[src/rtl/tse_pkg.sv]
// Shared constants for the topological sort engine.
// No dependencies; used by tse_degree_ram and topological_sort_engine.
package tse_pkg;

  localparam int NODE_W = 7;
  localparam int DEG_W  = 9;

  localparam logic [NODE_W-1:0] NODE_COUNT_RESET = 7'd64;

  localparam logic CMD_ADD_EDGE = 1'b0;
  localparam logic CMD_SORT     = 1'b1;

endpackage

[src/rtl/tse_degree_ram.sv]
// In-degree store: one synchronous memory, per-entry valid bits, write forwarding.
// Depends on tse_pkg for the degree width.
module tse_degree_ram #(
  parameter int DEPTH = 64,
  localparam int AW = $clog2(DEPTH)
) (
  input  logic                       clk,
  input  logic                       rst,
  input  logic                       clear,
  input  logic [AW-1:0]              rd_addr,
  output logic [tse_pkg::DEG_W-1:0]  rd_data,
  input  logic                       wr_en,
  input  logic [AW-1:0]              wr_addr,
  input  logic [tse_pkg::DEG_W-1:0]  wr_data
);

  logic [tse_pkg::DEG_W-1:0] mem [DEPTH];
  logic [DEPTH-1:0]          valid;
  logic [tse_pkg::DEG_W-1:0] mem_q;
  logic                      valid_q;
  logic [AW-1:0]             raddr_q;
  logic                      lw_v;
  logic [AW-1:0]             lw_addr;
  logic [tse_pkg::DEG_W-1:0] lw_data;

  always_ff @(posedge clk) begin
    if (wr_en) begin
      mem[wr_addr] <= wr_data;
    end
    mem_q   <= mem[rd_addr];
    raddr_q <= rd_addr;
    lw_addr <= wr_addr;
    lw_data <= wr_data;
  end

  always_ff @(posedge clk) begin
    if (rst || clear) begin
      valid   <= '0;
      valid_q <= 1'b0;
      lw_v    <= 1'b0;
    end else begin
      if (wr_en) begin
        valid[wr_addr] <= 1'b1;
      end
      valid_q <= valid[rd_addr];
      lw_v    <= wr_en;
    end
  end

  // forward the write made at the same edge as the read
  always_comb begin
    if (lw_v && (lw_addr == raddr_q)) begin
      rd_data = lw_data;
    end else if (valid_q) begin
      rd_data = mem_q;
    end else begin
      rd_data = '0;
    end
  end

endmodule

[src/rtl/topological_sort_engine.sv]
// Top level of the topological sort engine: edge store, ready queue, sort sequencer.
// Depends on tse_pkg and tse_degree_ram.
//
// channel   direction  handshake                 payload
// command   in         start & !busy             cmd, src_node, dst_node
// result    out        result_valid (1 cycle)    node_id, has_node, last, complete,
//                                                edge_overflow
// config    in         cfg_valid & cfg_ready     cfg_data (node_count)
//
// Add-edge commands are taken one per cycle; busy stays low for them.
// A sort holds busy while it scans the n nodes in use and then, for each node it
// emits, walks every stored edge once.
// In-degree entries carry valid bits, so reset and the clear after a sort need not walk the memory.
// Results cannot be stalled; each sits on the ports for one cycle with result_valid.
module topological_sort_engine #(
  parameter int MAX_NODES = 64,
  parameter int MAX_EDGES = 256
) (
  input  logic                        clk,
  input  logic                        rst,
  input  logic                        start,
  output logic                        busy,
  input  logic                        cmd,
  input  logic [tse_pkg::NODE_W-1:0]  src_node,
  input  logic [tse_pkg::NODE_W-1:0]  dst_node,
  output logic                        result_valid,
  output logic [tse_pkg::NODE_W-1:0]  node_id,
  output logic                        has_node,
  output logic                        last,
  output logic                        complete,
  output logic                        edge_overflow,
  input  logic                        cfg_valid,
  output logic                        cfg_ready,
  input  logic [tse_pkg::NODE_W-1:0]  cfg_data
);

  localparam int NW  = $clog2(MAX_NODES);
  localparam int CW  = $clog2(MAX_NODES + 1);
  localparam int EW  = $clog2(MAX_EDGES);
  localparam int ETW = $clog2(MAX_EDGES + 1);
  localparam int NODE_W = tse_pkg::NODE_W;
  localparam int DEG_W  = tse_pkg::DEG_W;

  typedef enum logic [6:0] {
    S_IDLE   = 7'b0000001,
    S_SCAN   = 7'b0000010,
    S_POP    = 7'b0000100,
    S_WALK   = 7'b0001000,
    S_DRAIN  = 7'b0010000,
    S_EMIT   = 7'b0100000,
    S_FINISH = 7'b1000000
  } state_t;

  state_t state;

  logic [NODE_W-1:0] node_count;
  logic [NODE_W-1:0] n_eff;

  logic [2*NW-1:0]   edge_mem [MAX_EDGES];
  logic [2*NW-1:0]   edge_q;
  logic [ETW-1:0]    edge_total;
  logic              ovf_seen;

  logic [NW-1:0]     queue_mem [MAX_NODES];
  logic [NW-1:0]     cur;
  logic [CW-1:0]     head;
  logic [CW-1:0]     tail;

  logic [CW-1:0]     scan_idx;
  logic              s1_v;
  logic [NW-1:0]     s1_idx;
  logic [ETW-1:0]    edge_idx;
  logic              w1_v;
  logic              w2_v;
  logic [NW-1:0]     w2_dst;
  logic [CW-1:0]     emitted;
  logic [CW-1:0]     emitted_next;

  logic              a_v;
  logic [NW-1:0]     a_dst;

  logic [NODE_W-1:0] src_m1;
  logic [NODE_W-1:0] dst_m1;
  logic              accept;
  logic              add_ok;
  logic [NW-1:0]     w1_src;
  logic [NW-1:0]     w1_dst;
  logic              w1_hit;
  logic              queue_empty;
  logic              clear;

  logic [NW-1:0]     rd_addr;
  logic [DEG_W-1:0]  deg_rd;
  logic              wr_en;
  logic [NW-1:0]     wr_addr;
  logic [DEG_W-1:0]  wr_data;
  logic              enq;
  logic [NW-1:0]     enq_idx;

  assign busy      = (state != S_IDLE);
  assign cfg_ready = 1'b1;
  assign accept    = start && !busy;

  assign n_eff = (node_count > NODE_W'(MAX_NODES)) ? NODE_W'(MAX_NODES) : node_count;

  assign src_m1 = src_node - NODE_W'(1);
  assign dst_m1 = dst_node - NODE_W'(1);
  assign add_ok = (src_node != '0) && (src_node <= n_eff)
               && (dst_node != '0) && (dst_node <= n_eff);

  assign w1_src = edge_q[2*NW-1:NW];
  assign w1_dst = edge_q[NW-1:0];
  assign w1_hit = w1_v && (w1_src == cur) && (NODE_W'(w1_dst) < n_eff);

  assign queue_empty  = (head == tail);
  assign emitted_next = emitted + CW'(1);
  assign clear        = (state == S_FINISH) || ((state == S_EMIT) && queue_empty);

  always_comb begin
    unique case (state)
      S_SCAN:          rd_addr = scan_idx[NW-1:0];
      S_WALK, S_DRAIN: rd_addr = w1_dst;
      default:         rd_addr = dst_m1[NW-1:0];
    endcase
  end

  always_comb begin
    wr_en   = 1'b0;
    wr_addr = a_dst;
    wr_data = deg_rd + DEG_W'(1);
    enq     = 1'b0;
    enq_idx = s1_idx;
    if (a_v) begin
      wr_en = 1'b1;
    end else if (w2_v && (deg_rd != '0)) begin
      wr_en   = 1'b1;
      wr_addr = w2_dst;
      wr_data = deg_rd - DEG_W'(1);
      enq     = (deg_rd == DEG_W'(1));
      enq_idx = w2_dst;
    end else if (s1_v && (deg_rd == '0)) begin
      enq = 1'b1;
    end
  end

  tse_degree_ram #(
    .DEPTH (MAX_NODES)
  ) u_degree (
    .clk     (clk),
    .rst     (rst),
    .clear   (clear),
    .rd_addr (rd_addr),
    .rd_data (deg_rd),
    .wr_en   (wr_en),
    .wr_addr (wr_addr),
    .wr_data (wr_data)
  );

  // edge and queue memories
  always_ff @(posedge clk) begin
    if (accept && (cmd == tse_pkg::CMD_ADD_EDGE) && add_ok
        && (edge_total != ETW'(MAX_EDGES))) begin
      edge_mem[edge_total[EW-1:0]] <= {src_m1[NW-1:0], dst_m1[NW-1:0]};
    end
    edge_q <= edge_mem[edge_idx[EW-1:0]];
    if (enq && (tail != CW'(MAX_NODES))) begin
      queue_mem[tail[NW-1:0]] <= enq_idx;
    end
    if (state == S_POP) begin
      cur <= queue_mem[head[NW-1:0]];
    end
  end

  always_ff @(posedge clk) begin
    a_dst  <= dst_m1[NW-1:0];
    s1_idx <= scan_idx[NW-1:0];
    w2_dst <= w1_dst;
  end

  always_ff @(posedge clk) begin
    if (rst) begin
      node_count <= tse_pkg::NODE_COUNT_RESET;
    end else if (cfg_valid && cfg_ready) begin
      node_count <= cfg_data;
    end
  end

  always_ff @(posedge clk) begin
    if (rst) begin
      state        <= S_IDLE;
      edge_total   <= '0;
      ovf_seen     <= 1'b0;
      head         <= '0;
      tail         <= '0;
      scan_idx     <= '0;
      edge_idx     <= '0;
      emitted      <= '0;
      a_v          <= 1'b0;
      s1_v         <= 1'b0;
      w1_v         <= 1'b0;
      w2_v         <= 1'b0;
      result_valid <= 1'b0;
      node_id      <= '0;
      has_node     <= 1'b0;
      last         <= 1'b0;
      complete     <= 1'b0;
      edge_overflow <= 1'b0;
    end else begin
      result_valid <= 1'b0;
      a_v          <= 1'b0;
      s1_v         <= 1'b0;
      w1_v         <= 1'b0;
      w2_v         <= w1_hit;
      if (enq && (tail != CW'(MAX_NODES))) begin
        tail <= tail + CW'(1);
      end
      unique case (state)
        S_IDLE: begin
          if (accept) begin
            if (cmd == tse_pkg::CMD_SORT) begin
              state    <= S_SCAN;
              head     <= '0;
              tail     <= '0;
              scan_idx <= '0;
              emitted  <= '0;
            end else if (add_ok) begin
              if (edge_total == ETW'(MAX_EDGES)) begin
                ovf_seen <= 1'b1;
              end else begin
                edge_total <= edge_total + ETW'(1);
                a_v        <= 1'b1;
              end
            end
          end
        end
        S_SCAN: begin
          if (NODE_W'(scan_idx) < n_eff) begin
            s1_v     <= 1'b1;
            scan_idx <= scan_idx + CW'(1);
          end else if (!s1_v) begin
            state <= S_POP;
          end
        end
        S_POP: begin
          if (!queue_empty) begin
            head     <= head + CW'(1);
            edge_idx <= '0;
            state    <= S_WALK;
          end else begin
            state <= S_FINISH;
          end
        end
        S_WALK: begin
          if (edge_idx < edge_total) begin
            w1_v     <= 1'b1;
            edge_idx <= edge_idx + ETW'(1);
          end else begin
            state <= S_DRAIN;
          end
        end
        S_DRAIN: begin
          if (!w1_v && !w2_v) begin
            state <= S_EMIT;
          end
        end
        S_EMIT: begin
          result_valid  <= 1'b1;
          node_id       <= NODE_W'(cur) + NODE_W'(1);
          has_node      <= 1'b1;
          last          <= queue_empty;
          complete      <= queue_empty && (NODE_W'(emitted_next) == n_eff);
          edge_overflow <= queue_empty && ovf_seen;
          emitted       <= emitted_next;
          if (queue_empty) begin
            edge_total <= '0;
            ovf_seen   <= 1'b0;
            state      <= S_IDLE;
          end else begin
            state <= S_POP;
          end
        end
        S_FINISH: begin
          result_valid  <= 1'b1;
          node_id       <= '0;
          has_node      <= 1'b0;
          last          <= 1'b1;
          complete      <= (NODE_W'(emitted) == n_eff);
          edge_overflow <= ovf_seen;
          edge_total    <= '0;
          ovf_seen      <= 1'b0;
          state         <= S_IDLE;
        end
        default: begin
          state <= S_IDLE;
        end
      endcase
    end
  end

endmodule
[config.mk]
export PLATFORM = sky130hd
export DESIGN_NAME = topological_sort_engine
export DESIGN_NICKNAME = d
export VERILOG_FILES = /design/src/rtl/tse_pkg.sv /design/src/rtl/tse_degree_ram.sv /design/src/rtl/topological_sort_engine.sv
export SDC_FILE = /design/constraint.sdc
export NUM_CORES = 2
export LEC_CHECK = 0
export BUFFER_PORTS_ARGS = -buffer_cell sky130_fd_sc_hd__buf_2
export CAP_MARGIN = 20
export CORE_ASPECT_RATIO = 0.7
export CORE_MARGIN = 1
export CORE_UTILIZATION = 50
export DETAILED_ROUTE_END_ITERATION = 10
export GPL_ROUTABILITY_DRIVEN = 1
export PLACE_DENSITY = 0.74
export SYNTH_ARGS = -nofsm -noshare
export SYNTH_HDL_FRONTEND = slang
export SYNTH_SLANG_ARGS = --single-unit
export TNS_END_PERCENT = 10
[constraint.sdc]
create_clock -name clk -period 19.1 [get_ports clk]
set_input_delay 0.955 -clock clk [delete_from_list [all_inputs] [get_ports clk]]
set_output_delay 0.955 -clock clk [all_outputs]
set_load 0.02 [all_outputs]
==> flow_summary.toml <==
[final_layout]
p_r_area_growth_vs_syn_pct = 11.6
drive_above_1_share_pct = 25.0
multiInputGateArea_um2 = 37600
commonest_cells_after_routing_fill_and_taps_aside = "4,038 x sky130_fd_sc_hd__edfxtp_1, 1,158 x sky130_fd_sc_hd__mux4_2, 546 x sky130_fd_sc_hd__nand2_1"
fill_cells = 23000
layout.area.seq_um2 = 125000
layout_commonest_cell = "sky130_fd_sc_hd__edfxtp_1"
nets = 8336

[critical_path]
endpoint_kind = "register"
timing.critical_path.arrival_ps = 6930
critical_path.startpoint_type = "register"
worst-r2r-setup-slack_ps = 13020
required_worst_endpoint_ps = 19940
critPathKind = "reg -> reg"
crit_path_max_fanout = 58

[clock_network]
clk_pin_slew_worst_paths_ps = 70
numCtsBuffers = 373
cts_num_sinks = 4241
postCtsHoldBufs = 0
cts.path.max_buffers = 4
tritoncts_clock_tree = "done"
master_cell_of_the_clock_root_buffer = "sky130_fd_sc_hd__clkbuf_16"
cts-resized-gates = 0
cts_post_setup_buffers_inserted = 0
htree_levels = 5
insertion_delay_ps = 960

[drt]
routed_via_density = 6.45
wire_per_inst_um = 31.6
ant_nets = 0
route.detailed.drc = 0
first_pass_iters = 6
routed_wirelength_um = 408000
drt_iter0_markers = 13400
via_count = 83300

[synthesis]
ys_seq_area_share_pct = 76.2
complex_gate_fraction_of_the_synthesized_area_pct = 1.42
synth_simple_gate_area_share_pct = 4.05
yosysWarningCount = 0
largest_family_of_logic_cells_by_synthesized_area = "multiplexers"
synth_fp_nets = 8057
ys_async_sr_fraction_pct = 0
post_synth_xor_area_fraction_pct = 0.447
synthCells = 7981
ys_types = 72
ys_ff_latch = 4241
post_synth_instance_area_um2 = 164000
share_of_synthesized_cell_area_in_full_adder_half_adder_and_majority_cells_pct = 0.380
synth-edff-count = 4038
post_synth.cell_area_avg_um2 = 20.6
postSynth.topFlopCell = "sky130_fd_sc_hd__edfxtp_1"
share_of_synthesized_area_spent_on_multiplexers_pct = 16.3

[sta]
clock.fmax_ghz = 0.164
tightestPinTransition_ps = 1260
timing_max_transition_violations_final = 0
slew_headroom_pct = 15.8
setup_viol_count_final = 0
clock-skew-final_ps = 74.1
hold_viol_final = 0
layout_min_cycle_time_ps = 6090
tns_ps = 0
hold_ws_ps = 305
timing.final.crit_share_pct = 31.9
grt_setup_unrepaired = "false"

[global_route]
grt_max_degree = 209
number_of_antenna_violations_at_the_first_check_in_global_routing = 34
grt.overflow.total = 0
vias_in_the_first_global_route = 80100
first_pass_grt_wire_length_um = 585000
grt_use_total_pct = 24.5

[outcome]
status = "finished clean"

[floorplanning]
core_region_area_um2 = 326000
ioPinCount = 40
effective_utilization_at_floorplan_pct = 50.5
die_y_extent_um = 482
die_width_um = 688
fp.dieArea_um2 = 331000
fp-row-count = 175

[power_and_ir_drop]
power_density_nw_per_um2 = 101
ir_drop_mv = 0.0919
power_leakage_nw = 55.7

[placement]
dp_hpwl_um = 237000
io_buffers = 38
gp_routability_congestion = 0.909

[worst_hold_path]
worst_hold_path_type = "in -> reg"

[job]
drv.max_cap_violation_count = 0
[stage by stage]
| stage | power (mW) | cells | util (%) | instance area (um^2) | setup WS, ps |
|---|---|---|---|---|---|
| 2_1_floorplan | 10.9 | 7981 | - | 164000 | 5560 |
| 3_3_place_gp | 11.2 | 12000 | 52.1 | 170000 | 12290 |
| 3_5_place_dp | 11.2 | 12100 | 52.2 | 170000 | 12150 |
| 4_1_cts | 18.5 | 12700 | 55.8 | 182000 | 13090 |
| 5_1_grt | 18.9 | 12900 | 56.3 | 184000 | 12840 |
| 6_report | 18.5 | 12900 | 56.3 | 184000 | 13020 |
[synth_stat cells (6+ instances only)]
master | n | area share (%)
sky130_fd_sc_hd__edfxtp_1 | 4038 | 74
sky130_fd_sc_hd__a31oi_1 | 38 | 0.14
sky130_fd_sc_hd__a21oi_1 | 62 | 0.19
sky130_fd_sc_hd__clkbuf_1 | 287 | 0.65
sky130_fd_sc_hd__a211oi_1 | 23 | 0.10
sky130_fd_sc_hd__buf_2 | 71 | 0.22
sky130_fd_sc_hd__xnor2_1 | 40 | 0.21
sky130_fd_sc_hd__mux2_2 | 14 | 0.096
sky130_fd_sc_hd__nor2_1 | 531 | 1.2
sky130_fd_sc_hd__a221o_1 | 10 | 0.061
sky130_fd_sc_hd__a22oi_1 | 30 | 0.14
sky130_fd_sc_hd__and2_1 | 23 | 0.087
sky130_fd_sc_hd__nor3_1 | 27 | 0.082
sky130_fd_sc_hd__a32oi_1 | 23 | 0.12
sky130_fd_sc_hd__or3_1 | 6 | 0.023
sky130_fd_sc_hd__and3_1 | 7 | 0.027
sky130_fd_sc_hd__or4_1 | 12 | 0.055
sky130_fd_sc_hd__and2_0 | 8 | 0.030
sky130_fd_sc_hd__nand2_1 | 562 | 1.3
sky130_fd_sc_hd__o21ai_0 | 102 | 0.31
sky130_fd_sc_hd__ha_1 | 50 | 0.38
sky130_fd_sc_hd__o2111ai_1 | 25 | 0.13
sky130_fd_sc_hd__inv_1 | 35 | 0.080
sky130_fd_sc_hd__buf_1 | 81 | 0.18
sky130_fd_sc_hd__nand2b_1 | 31 | 0.12
sky130_fd_sc_hd__nand4_1 | 72 | 0.27
sky130_fd_sc_hd__nor4_1 | 9 | 0.034
sky130_fd_sc_hd__a21o_1 | 7 | 0.032
sky130_fd_sc_hd__xor2_1 | 42 | 0.22
sky130_fd_sc_hd__mux2i_1 | 63 | 0.38
sky130_fd_sc_hd__nor2b_1 | 9 | 0.034
sky130_fd_sc_hd__mux4_2 | 1158 | 16
sky130_fd_sc_hd__nand3b_1 | 12 | 0.055
sky130_fd_sc_hd__dfxtp_1 | 203 | 2.5
sky130_fd_sc_hd__nand3_1 | 198 | 0.60
sky130_fd_sc_hd__nor3b_1 | 10 | 0.046
[per-layer routing]
layer | vias to the layer above | GRT usage, % | share of wire [%]
li1 | 33300 | - | -
met1 | 43500 | 36.8 | 39
met2 | 5766 | 35.4 | 44
met3 | 660 | 7.33 | 14
met4 | 10 | 6.05 | 2.5
met5 | - | 0 | 0.017
[cell type report]
class                      instances  share of cell area (%)
clock inverter                   213                    1.03
tap                             4336                    2.96
multi-input combinational       3256                    20.5
timing repair buffer             349                    1.69
inverter                          39                   0.102
clock buffer                     469                    5.46
antenna                            6                 0.00818
sequential                      4241                    68.3
[logic make-up (layout without fill, tap and decap cells)]
logic type	count (synthesis)	count (layout)
mux	1235	1235
flops	4241	4241
simple gates	1534	1534
buf+inv	484	1070
fa+ha+maj	50	50
compound gates	353	353
other cells	1	7
xor+xnor	83	83
[power by group]
group,internal (mW),leakage [nW],switching [mW]
sequential,10.3,38.1,0.0339
combinational,0.127,11.7,0.562
clock,4.12,5.85,3.37
total,14.5,55.7,3.97
[registers in the layout (all words and copies together), names as in the netlist, 7 cells and up]
signal / count
u_degree.mem_q: 9
edge_idx: 9
state: 7
node_id: 7
emitted: 7
queue_mem: 384
tail: 7
edge_mem: 3072
u_degree.valid: 64
node_count: 7
edge_total: 9
scan_idx: 7
edge_q: 12
u_degree.lw_data: 9
u_degree.mem: 576
head: 7
[path summary, 6_finish.rpt]
check	cells past startpoint	from	to
setup / recovery	9	edge_idx[1]	edge_q[9]
hold / removal	3	cfg_data[5]	node_count[5]
setup reg to reg	9	edge_idx[1]	edge_q[9]
hold reg to reg	0	scan_idx[5]	s1_idx[5]
[worst max-delay path, stage by stage (launching register included)]
cell                      delay [ps]
sky130_fd_sc_hd__dfxtp_4         930
sky130_fd_sc_hd__buf_4           710
sky130_fd_sc_hd__buf_4           750
sky130_fd_sc_hd__buf_4           750
sky130_fd_sc_hd__buf_4           740
sky130_fd_sc_hd__mux4_2          460
sky130_fd_sc_hd__mux4_2          550
sky130_fd_sc_hd__mux4_2          670
sky130_fd_sc_hd__a22oi_1         220
sky130_fd_sc_hd__nand2_1          70
Power figures use the tool's default switching activity.
